--- config.mk ---
export PLATFORM = sky130hd
export DESIGN_NAME = base64_line_wrapped_encoder_top
export DESIGN_NICKNAME = d
export VERILOG_FILES = /design/src/rtl/lwe_pkg.sv /design/src/rtl/base64_line_wrapped_encoder_top.sv /design/src/rtl/lwe_front.sv /design/src/rtl/lwe_queue.sv /design/src/rtl/lwe_back.sv
export SDC_FILE = /design/constraint.sdc
export NUM_CORES = 1
export LEC_CHECK = 0
export ABC_AREA = 1
export BUFFER_PORTS_ARGS = -buffer_cell sky130_fd_sc_hd__buf_2
export CAP_MARGIN = 20
export CORE_ASPECT_RATIO = 2
export CORE_UTILIZATION = 50
export DETAILED_ROUTE_END_ITERATION = 10
export PLACE_DENSITY = 0.67
export SLEW_MARGIN = 40
export SYNTH_ARGS = -nofsm -noshare
export SYNTH_HDL_FRONTEND = slang
export SYNTH_SLANG_ARGS = --single-unit
--- constraint.sdc ---
create_clock -name clk -period 11.7 [get_ports clk]
set_input_delay 0.585 -clock clk [delete_from_list [all_inputs] [get_ports clk]]
set_output_delay 0.585 -clock clk [all_outputs]
set_load 0.02 [all_outputs]
--- src/rtl/lwe_pkg.sv ---
// ----------------------------------------------------------------------------
// lwe_pkg
// Shared types, character codes and the Base64 alphabet for the line-wrapped
// encoder.
// ----------------------------------------------------------------------------
package lwe_pkg;

    // Default line length in characters
    localparam int LINE_CHARS_DEF = 76;

    // Character codes
    localparam logic [6:0] CHAR_CR  = 7'd13;
    localparam logic [6:0] CHAR_LF  = 7'd10;
    localparam logic [6:0] CHAR_PAD = 7'd61;
    localparam logic [6:0] CHAR_A   = 7'd65;
    localparam logic [6:0] CHAR_LA  = 7'd97;
    localparam logic [6:0] CHAR_D0  = 7'd48;
    localparam logic [6:0] CHAR_PLS = 7'd43;
    localparam logic [6:0] CHAR_SLH = 7'd47;

    // One group handed from the front to the back
    typedef struct packed {
        logic [23:0] bits;     // bytes left-aligned, oldest at the top
        logic [1:0]  count;    // number of real bytes, 1..3
        logic        is_last;  // group closes the message
        logic        brk;      // CR LF goes out before the group
    } grp_t;

    // Map a sextet onto the standard alphabet
    function automatic logic [6:0] sextet_char(input logic [5:0] v);
        logic [6:0] ch;
        if (v < 6'd26)
            ch = CHAR_A + {1'b0, v};
        else if (v < 6'd52)
            ch = CHAR_LA + {1'b0, v - 6'd26};
        else if (v < 6'd62)
            ch = CHAR_D0 + {1'b0, v - 6'd52};
        else if (v == 6'd62)
            ch = CHAR_PLS;
        else
            ch = CHAR_SLH;
        return ch;
    endfunction

endpackage

--- src/rtl/base64_line_wrapped_encoder_top.sv ---
// ----------------------------------------------------------------------------
// base64_line_wrapped_encoder_top
// Base64 encoder with CR LF line breaks every LINE_CHARS characters.
//
//   channel | direction | handshake          | beat
//   --------+-----------+--------------------+---------------------------
//   input   | in        | push / full        | data_byte, last_byte
//   result  | out       | empty / pop        | out_char, last_char
//
// A byte is taken every cycle while the group queue has room; a group of
// three bytes leaves as four characters, or six with a line break, one
// character a cycle from the back serialiser unless the output stalls,
// so that output sets the sustained rate.
// The first character of a group passes the group queue and then the
// output register before it reaches the result ports.
// Reset is asynchronous, active low; no clearing pass is needed.
// A stalled output stalls the serialiser, then the queue, then raises full.
// ----------------------------------------------------------------------------
module base64_line_wrapped_encoder_top #(
    parameter int LINE_CHARS = lwe_pkg::LINE_CHARS_DEF
) (
    input  logic       clk,
    input  logic       rst_n,
    input  logic       push,
    output logic       full,
    input  logic [7:0] data_byte,
    input  logic       last_byte,
    input  logic       pop,
    output logic       empty,
    output logic [6:0] out_char,
    output logic       last_char
);
    import lwe_pkg::*;

    grp_t f_data;
    grp_t b_data;
    logic f_push;
    logic q_full;
    logic q_empty;
    logic q_pop;

    // Front: pack bytes and decide breaks
    lwe_front #(
        .LINE_CHARS (LINE_CHARS)
    ) u_front (
        .clk       (clk),
        .rst_n     (rst_n),
        .push      (push),
        .full      (full),
        .data_byte (data_byte),
        .last_byte (last_byte),
        .q_full    (q_full),
        .q_push    (f_push),
        .q_data    (f_data)
    );

    // Group queue
    lwe_queue u_queue (
        .clk   (clk),
        .rst_n (rst_n),
        .push  (f_push),
        .din   (f_data),
        .full  (q_full),
        .pop   (q_pop),
        .dout  (b_data),
        .empty (q_empty)
    );

    // Back: serialise characters
    lwe_back u_back (
        .clk       (clk),
        .rst_n     (rst_n),
        .q_data    (b_data),
        .q_empty   (q_empty),
        .q_pop     (q_pop),
        .empty     (empty),
        .pop       (pop),
        .out_char  (out_char),
        .last_char (last_char)
    );

endmodule

--- src/rtl/lwe_front.sv ---
// ----------------------------------------------------------------------------
// lwe_front
// Collects bytes into groups of three, tracks the position in the line and
// hands each finished group, with its break decision, to the group queue.
// ----------------------------------------------------------------------------
module lwe_front #(
    parameter int LINE_CHARS = lwe_pkg::LINE_CHARS_DEF
) (
    input  logic          clk,
    input  logic          rst_n,
    input  logic          push,
    output logic          full,
    input  logic [7:0]    data_byte,
    input  logic          last_byte,
    input  logic          q_full,
    output logic          q_push,
    output lwe_pkg::grp_t q_data
);
    import lwe_pkg::*;

    localparam int MW = (LINE_CHARS > 1) ? $clog2(LINE_CHARS) : 1;
    localparam int SW = MW + 3;

    logic [15:0]   pend_reg, pend_next;
    logic [1:0]    count_reg, count_next;
    logic [MW-1:0] pos_reg, pos_next;       // (characters in line) mod LINE_CHARS
    logic          started_reg, started_next; // a group went out since the last break
    logic          accept;
    logic          grp_done;
    logic [23:0]   bits;
    logic [SW-1:0] pos_sum;

    assign full   = q_full;
    assign accept = push && !q_full;

    // Left-align buffered bytes and the new one
    always_comb
    begin
        case (count_reg)
            2'd0:    bits = {data_byte, 16'h0000};
            2'd1:    bits = {pend_reg[7:0], data_byte, 8'h00};
            default: bits = {pend_reg, data_byte};
        endcase
    end

    assign grp_done = (count_reg == 2'd2) || last_byte;

    // Advance the line position by one group
    always_comb
    begin
        pos_sum = {3'b000, pos_reg} + SW'(4);
        if (pos_sum >= SW'(LINE_CHARS))
            pos_sum = pos_sum - SW'(LINE_CHARS);
    end

    // Build the group and the next state
    always_comb
    begin
        pend_next      = pend_reg;
        count_next     = count_reg;
        pos_next       = pos_reg;
        started_next   = started_reg;
        q_push         = 1'b0;
        q_data.bits    = bits;
        q_data.count   = count_reg + 2'd1;
        q_data.is_last = last_byte;
        q_data.brk     = started_reg && (pos_reg == '0);
        if (accept)
        begin
            if (grp_done)
            begin
                q_push     = 1'b1;
                pend_next  = 16'h0000;
                count_next = 2'd0;
                if (last_byte)
                begin
                    pos_next     = '0;
                    started_next = 1'b0;
                end
                else
                begin
                    pos_next     = pos_sum[MW-1:0];
                    started_next = 1'b1;
                end
            end
            else
            begin
                pend_next  = {pend_reg[7:0], data_byte};
                count_next = count_reg + 2'd1;
            end
        end
    end

    // Hold the front state
    always_ff @(posedge clk or negedge rst_n)
    begin
        if (!rst_n)
        begin
            pend_reg    <= 16'h0000;
            count_reg   <= 2'd0;
            pos_reg     <= '0;
            started_reg <= 1'b0;
        end
        else
        begin
            pend_reg    <= pend_next;
            count_reg   <= count_next;
            pos_reg     <= pos_next;
            started_reg <= started_next;
        end
    end

endmodule

--- src/rtl/lwe_queue.sv ---
// ----------------------------------------------------------------------------
// lwe_queue
// Two-entry group queue between the front and the back.
// ----------------------------------------------------------------------------
module lwe_queue (
    input  logic          clk,
    input  logic          rst_n,
    input  logic          push,
    input  lwe_pkg::grp_t din,
    output logic          full,
    input  logic          pop,
    output lwe_pkg::grp_t dout,
    output logic          empty
);
    import lwe_pkg::*;

    grp_t       head_reg, head_next;
    grp_t       tail_reg, tail_next;
    logic [1:0] cnt_reg, cnt_next;
    logic       do_push;
    logic       do_pop;
    logic [1:0] cnt_left;

    assign full    = (cnt_reg == 2'd2);
    assign empty   = (cnt_reg == 2'd0);
    assign dout    = head_reg;
    assign do_push = push && !full;
    assign do_pop  = pop && !empty;

    // Shift on pop, then place the new beat behind what is left
    always_comb
    begin
        head_next = head_reg;
        tail_next = tail_reg;
        cnt_left  = cnt_reg - {1'b0, do_pop};
        if (do_pop)
            head_next = tail_reg;
        if (do_push)
        begin
            if (cnt_left == 2'd0)
                head_next = din;
            else
                tail_next = din;
        end
        cnt_next = cnt_left + {1'b0, do_push};
    end

    // Hold the count
    always_ff @(posedge clk or negedge rst_n)
    begin
        if (!rst_n)
            cnt_reg <= 2'd0;
        else
            cnt_reg <= cnt_next;
    end

    // Hold the payload
    always_ff @(posedge clk)
    begin
        head_reg <= head_next;
        tail_reg <= tail_next;
    end

endmodule

--- src/rtl/lwe_back.sv ---
// ----------------------------------------------------------------------------
// lwe_back
// Serialises each group into an optional CR LF and four characters, one
// character a cycle unless the output stalls, into the output register.
// ----------------------------------------------------------------------------
module lwe_back (
    input  logic          clk,
    input  logic          rst_n,
    input  lwe_pkg::grp_t q_data,
    input  logic          q_empty,
    output logic          q_pop,
    output logic          empty,
    input  logic          pop,
    output logic [6:0]    out_char,
    output logic          last_char
);
    import lwe_pkg::*;

    typedef enum logic [5:0] {
        ST_HEAD = 6'b000001,
        ST_LF   = 6'b000010,
        ST_C0   = 6'b000100,
        ST_C1   = 6'b001000,
        ST_C2   = 6'b010000,
        ST_C3   = 6'b100000
    } st_t;

    st_t        state_reg, state_next;
    logic [6:0] char_reg, char_next;
    logic       lastc_reg, lastc_next;
    logic       ovalid_reg, ovalid_next;
    logic       emit;
    logic [1:0] k;
    logic       is_ctl;
    logic [6:0] ctl_char;
    logic [5:0] sextet;
    logic [6:0] data_char;

    assign empty     = !ovalid_reg;
    assign out_char  = char_reg;
    assign last_char = lastc_reg;

    // Emit when a group waits and the output register is free or being taken
    assign emit = !q_empty && (!ovalid_reg || pop);

    // Pick the slot and the next state
    always_comb
    begin
        k          = 2'd0;
        is_ctl     = 1'b0;
        ctl_char   = CHAR_CR;
        state_next = state_reg;
        case (state_reg)
            ST_HEAD:
            begin
                if (q_data.brk)
                begin
                    is_ctl     = 1'b1;
                    state_next = ST_LF;
                end
                else
                begin
                    k          = 2'd0;
                    state_next = ST_C1;
                end
            end
            ST_LF:
            begin
                is_ctl     = 1'b1;
                ctl_char   = CHAR_LF;
                state_next = ST_C0;
            end
            ST_C0:
            begin
                k          = 2'd0;
                state_next = ST_C1;
            end
            ST_C1:
            begin
                k          = 2'd1;
                state_next = ST_C2;
            end
            ST_C2:
            begin
                k          = 2'd2;
                state_next = ST_C3;
            end
            ST_C3:
            begin
                k          = 2'd3;
                state_next = ST_HEAD;
            end
            default:
            begin
                state_next = ST_HEAD;
            end
        endcase
    end

    // Select the sextet for the slot
    always_comb
    begin
        case (k)
            2'd0:    sextet = q_data.bits[23:18];
            2'd1:    sextet = q_data.bits[17:12];
            2'd2:    sextet = q_data.bits[11:6];
            default: sextet = q_data.bits[5:0];
        endcase
    end

    // Pad slots beyond the real bytes
    assign data_char = (k <= q_data.count) ? sextet_char(sextet) : CHAR_PAD;

    // Load the output register
    always_comb
    begin
        char_next   = char_reg;
        lastc_next  = lastc_reg;
        ovalid_next = ovalid_reg;
        q_pop       = 1'b0;
        if (emit)
        begin
            ovalid_next = 1'b1;
            char_next   = is_ctl ? ctl_char : data_char;
            lastc_next  = !is_ctl && q_data.is_last && (k == 2'd3);
            q_pop       = (state_reg == ST_C3);
        end
        else if (pop)
        begin
            ovalid_next = 1'b0;
        end
    end

    // Hold the control state
    always_ff @(posedge clk or negedge rst_n)
    begin
        if (!rst_n)
        begin
            state_reg  <= ST_HEAD;
            ovalid_reg <= 1'b0;
        end
        else
        begin
            if (emit)
                state_reg <= state_next;
            ovalid_reg <= ovalid_next;
        end
    end

    // Hold the output payload
    always_ff @(posedge clk)
    begin
        char_reg  <= char_next;
        lastc_reg <= lastc_next;
    end

endmodule

Word-level counts from Yosys, hierarchy flattened
Index checks and enable logic that the tools add are counted.
{"block": "totals", "ff_bits": 99, "latchBits": 0, "ramBits": 0, "romBits": 0, "in_bits": 13, "out_inout_bits": 10, "n_memories": 0}
{"block": "classes", "n_addsub": 10, "n_mul": 0, "div": 0, "magnitude_cmp": 5, "eq_ne": 13, "shift": 0, "muxes": 27, "bitwise_logic": 1, "reduce_logical": 21}
{"cell": "$mux 28", "count": 3}
{"cell": "$mux 7", "count": 7}
{"cell": "$pmux 24 s2", "count": 1}
{"cell": "$pmux 6 s5", "count": 1}
{"cell": "$pmux 6 s3", "count": 1}
{"cell": "$mux 16", "count": 1}
{"cell": "$add 7x6->7 const A", "count": 2}
{"cell": "$eq 6x6->1 const B", "count": 2}
{"cell": "$lt 6x6->1 const B", "count": 2}
{"cell": "$add 7x3->8 const B", "count": 1}
{"cell": "$eq 2x2->1 const B", "count": 4}
{"cell": "$ge 8x7->1 const B", "count": 1}
{"cell": "$logic_not 2->1", "count": 4}
{"cell": "$add 6x6->7 const A", "count": 1}
{"cell": "$logic_and 1x1->1", "count": 7}
{"cell": "$logic_not 7->1", "count": 1}
{"cell": "$mux 1", "count": 7}
{"cell": "$sub 7x7->7 const B", "count": 1}
{"cell": "$eq 6x1->1 const B", "count": 1}
{"cell": "$eq 6x2->1 const B", "count": 1}
{"cell": "$eq 6x3->1 const B", "count": 1}
{"cell": "$eq 6x4->1 const B", "count": 1}
{"cell": "$eq 6x5->1 const B", "count": 1}
{"cell": "$lt 6x5->1 const B", "count": 1}
{"cell": "other kinds (17)", "count": 24}

Longest topological paths before layout
{"block": "depth", "depth_word": 11, "ltp_mapped": 21, "ltp_nobuf": 20}

By module
Synthesis repeated with hierarchy kept, for this count alone.
{"block": "hier_totals", "hier_cells": 711, "area_unflattened_um2": 5690.5}
{"mod": "lwe_queue", "instances": 1, "cells_per_inst": 286, "area_each_um2": 2529.9, "seq_area_each_um2": 1451.4}
{"mod": "lwe_back", "instances": 1, "cells_per_inst": 223, "area_each_um2": 1587.8, "seq_area_each_um2": 416.6}
{"mod": "lwe_front", "instances": 1, "cells_per_inst": 202, "area_each_um2": 1572.8, "seq_area_each_um2": 600.6}

Worst setup path after synthesis
OpenSTA, ideal clock, no wires.
{"block": "synth_timing", "path_type": "reg-to-reg", "from": "reg u_back.state_reg[1]", "to": "reg u_queue.tail_reg[0] in the netlist's numbering, enable pin", "setup_ps": 448, "arrival_ps": 3851, "required_ps": 11252, "path_slack_ps": 7400, "path_stages_with_launch": 12, "path_buffers": 2, "cell_sequence": "dfrtp_1 nor2_4 nand2_2 inv_2 nand2_2 buf_6 nor2_2 clkbuf_1 ha_1 xor2_1 nor2_1 nor3_1"}
{"block": "synth_via", "elab_chain_cells": 7}
{"element": "start: declaration", "line_no": "lwe_back.sv:28", "source": "st_t state_reg, state_next;"}
{"element": "start signal: assignment", "line_no": "lwe_back.sv:145", "source": "state_reg <= state_next;"}
{"element": "$eq 6x6->1", "line_no": "lwe_back.sv:126", "source": "q_pop = (state_reg == ST_C3);"}
{"element": "$mux 1", "line_no": "lwe_back.sv:121", "source": "if (emit)"}
{"element": "$logic_and 1x1->1", "line_no": "lwe_queue.sv:28", "source": "assign do_pop = pop && !empty;"}
{"element": "$sub 2x1->2", "line_no": "lwe_queue.sv:35", "source": "cnt_left = cnt_reg - {1'b0, do_pop};"}
{"element": "$logic_not 2->1", "line_no": "lwe_queue.sv:40", "source": "if (cnt_left == 2'd0)"}
{"element": "$not 1->1 (no line)"}
{"element": "$reduce_and 2->1 (no line)"}
{"element": "end signal: assignment", "line_no": "lwe_queue.sv:61", "source": "tail_reg <= tail_next;"}
{"element": "end: declaration", "line_no": "lwe_queue.sv:18", "source": "grp_t tail_reg, tail_next;"}
No other way between the ends.
A chain may end at the register's enable or synchronous reset.

==> results.md <==
* Nets at 642
* Worst slew pin tran at about 0.73 ns
* Post-DP HPWL at ~8.5 mm
* Detail Route Antenna Nets at 0
* Multi-input logic area at between 2000 and 2500 um^2
* Clock slew at reported path FFs at 0.07 ns
* VDD IR-drop max at 138 uV
* Pre-CTS WS at between 8 and 9 ns
* Core area at roughly 9700 um^2
* Io pins at 23
* GR Util All Layers at approximately a quarter
* R2R Setup Slk at 8.16 ns
* Routed vias at around 4000
* CP Capture Type: flop
* Reg2Reg Launch Point: u_back.state_reg[1]
* Post-CTS Hold Buffers at 0
* Synthesized instance count at 590
* Post-synth EDFFs at 36
* Crit path max fanout at 37
* Wirelength per Cell at ~15 um
* Final setup vio count at 0
* Register area at roughly 2500 um^2
* CTS tree: built
* Placer Congestion at 0.843
* Area growth syn-to-layout at 11.4%
* DRC violations left at 0
* Avg Inst Size Synth at 8.43 um^2
* Crit Path Class: flop to flop
* Vias per inst at around 5.4
* LEAKAGE at ~2.5 nW
* Synth cell count leaders: 105 x nand2_1, 84 x inv_1, 64 x o21ai_0
* Synth Register Bits at a little under 100
* Worst path cell trace: nor2_4, nand2_2, inv_2, nand2_2, nor2_2, ha_1, xor2_1, nor2_1, nand2_1, buf_4, clkinv_1, o31ai_1
* MaxCap Viol Count at 0
* Placement row count at between 50 and 60
* Setup TNS at 0 ns
* Netlist Area Pre-Place at roughly 5000 um^2
* Arr. time, crit path at 3.79 ns
* Ant. Diodes at 0
* Drt first pass iters at 4
* Syn nets at 620
* R2r worst-path depth at 12
* Initial Util at roughly 51%
* Die Width at a little over 70 um
* Crit path max-delay family: simple AND/OR/NAND/NOR gates
* Die area at ~10000 um^2
* Area contributors post-synth: edfxtp_1 22%, dfrtp_1 16%, dfxtp_1 11%, nand2_1 7.9%, o21ai_0 6.4%
* Cts repair resizes at 0
* Initial antenna violation count at 0
* CTS sink count at 97
* Post-synth top area share at 21.7%
* PortBufs at 22
* Cts bufs inserted at 9
* Async set-or-reset flop fraction in the synthesized netlist at roughly a third
* Final min period at ~3.5 ns
* Relative slew slack at around half
* Slowest cell delay on critical path at ~0.61 ns
* First-pass GRT wire length at 18.2 mm
* Layout cells sized above 1 at 12.8%
* Clock Latency Late Sink at roughly 0.34 ns
* Worst Hold Class: input port to async pin
* Pwr dens at 326 nW/um^2
* Hold Fails Final Rpt at 0
* Routed WL at between 10 and 15 mm
* Status: complete, no violations
* Clock Path Buffers at 2
* Number of DRC markers in iteration 0 at roughly 180
* CP bufs+invs at 3
* FILL cells at slightly above 900
* Top-count cell post-synth: nand2_1
* Yosys cell types at 41
* Unrepaired setup endpoints after global routing: no
* FMAX at 0.283 GHz
* Critical path data required time at around 12 ns
* Grt total ovfl at 0
* Biggest area consumer among synthesized cells: edfxtp_1
* Seq/Total Area, Yosys at a little under 50%
* Vias in the first global route at 3951
* H-tree depth at 3
* Root buffer cell: clkbuf_16
* Die Y-Extent at about 140 um
* Setup crit start kind: flop
* Top FF cell, synth: edfxtp_1
* Pin count of the biggest net entering global routing at 40
* Post-CTS setup buffers at 0
* Critical path's most frequent cell: nand2_2
* Pins Over Slew Limit at 0
* Synth warn at 0
* Worst Skew at around 0.007 ns
* Final setup margin at ~8.2 ns
* FF-to-FF End: u_queue.dout[22]
* CP max-delay cell: nor2_2
* Final worst-path cycle share at between 30% and 40%
[worst reg2reg max path, stage by stage, from the launching register on]
cell and delay (ns):
dfrtp_1 0.42, nor2_4 0.22, nand2_2 0.08, inv_2 0.09
nand2_2 0.16, nor2_2 0.61, ha_1 0.29, xor2_1 0.22
nor2_1 0.11, nand2_1 0.07, buf_4 0.32, clkinv_1 0.50
o31ai_1 0.36
[power by group]
part	switching, mW	internal, mW
clock network	0.126	0.188
logic	0.612	0.299
registers	0.0588	0.523
[through the flow]
stage	hold slack (ns)	util [%]	total power [mW]	area, um^2	cells
global route	0.214	57.1	1.96	5540	749
floorplan	0.289	-	1.26	4970	590
detailed placement	0.462	53.7	1.49	5210	733
global placement	0.465	53.7	1.46	5210	733
finish	0.181	57.1	1.81	5540	749
CTS	0.341	57.0	1.81	5530	749
[kinds of logic (layout without fill, tap and decap cells)]
family	count (synthesis)	count (layout)	share of synthesized area [%]
AO/OA/AOI/OAI	128	128	14.5
flip-flops	97	97	49.7
adder cells (fa/ha/maj)	17	17	4.28
buffers and inverters	110	137	8.76
XOR/XNOR	12	12	2.11
AND/OR/NAND/NOR	226	226	20.7
[layout make-up]
class,instances,share of cell area [%]
sequential,97,44.6
multi-input combinational,383,37.4
inverter,94,6.46
clock buffer,10,4.14
tap,132,2.98
timing repair buffer,27,2.71
clock inverter,6,1.67
[routing by layer]
metal | track usage (%) | vias up | routed length [um]
met3 | 3.32 | 45 | 293
li1 | - | 1996 | -
met4 | 17.4 | 0 | 697
met2 | 42.2 | 107 | 6000
met5 | 0 | - | 0
met1 | 23.1 | 1860 | 4060
[cells in the final DEF, fill, tap and decap left out, types with 2 or more instances in the layout]
cell          n
o211ai_1      3
nand3_2       3
buf_2        21
o22ai_1      22
nand2_4       3
clkbuf_16     9
nor2_2        7
clkinvlp_4    2
nand2_2      10
nor2_4        2
dfxtp_1      28
a31oi_1      11
ha_1         17
a21oi_1      16
nand4_1       8
o21ai_0      64
nand2_1     105
clkinv_4      3
clkinv_1      4
inv_2         6
inv_1        83
edfxtp_1     36
nor4_1        2
xnor2_1       3
nand3_1      24
nor2_1       56
xor2_1        9
dfrtp_1      32
a22oi_1       5
o221ai_1      2
buf_4         6
bufinv_16     2
[how the worst max path moves through the flow]
stage	from	to	slack, ns	cells after the start
final	u_back.state_reg[1]	u_queue.dout[22]	8.16	12
after global routing	u_back.state_reg[1]	u_queue.dout[0]	7.82	12
after global placement	u_back.state_reg[1]	u_queue.dout[22]	8.38	12
after floorplan	u_back.state_reg[1]	u_queue.tail_reg[0]	7.40	11
after detailed placement	u_back.state_reg[1]	u_queue.dout[22]	8.16	12
after CTS	u_back.state_reg[1]	u_queue.dout[22]	8.15	12
Note: power is estimated with default switching activity, not from simulation.
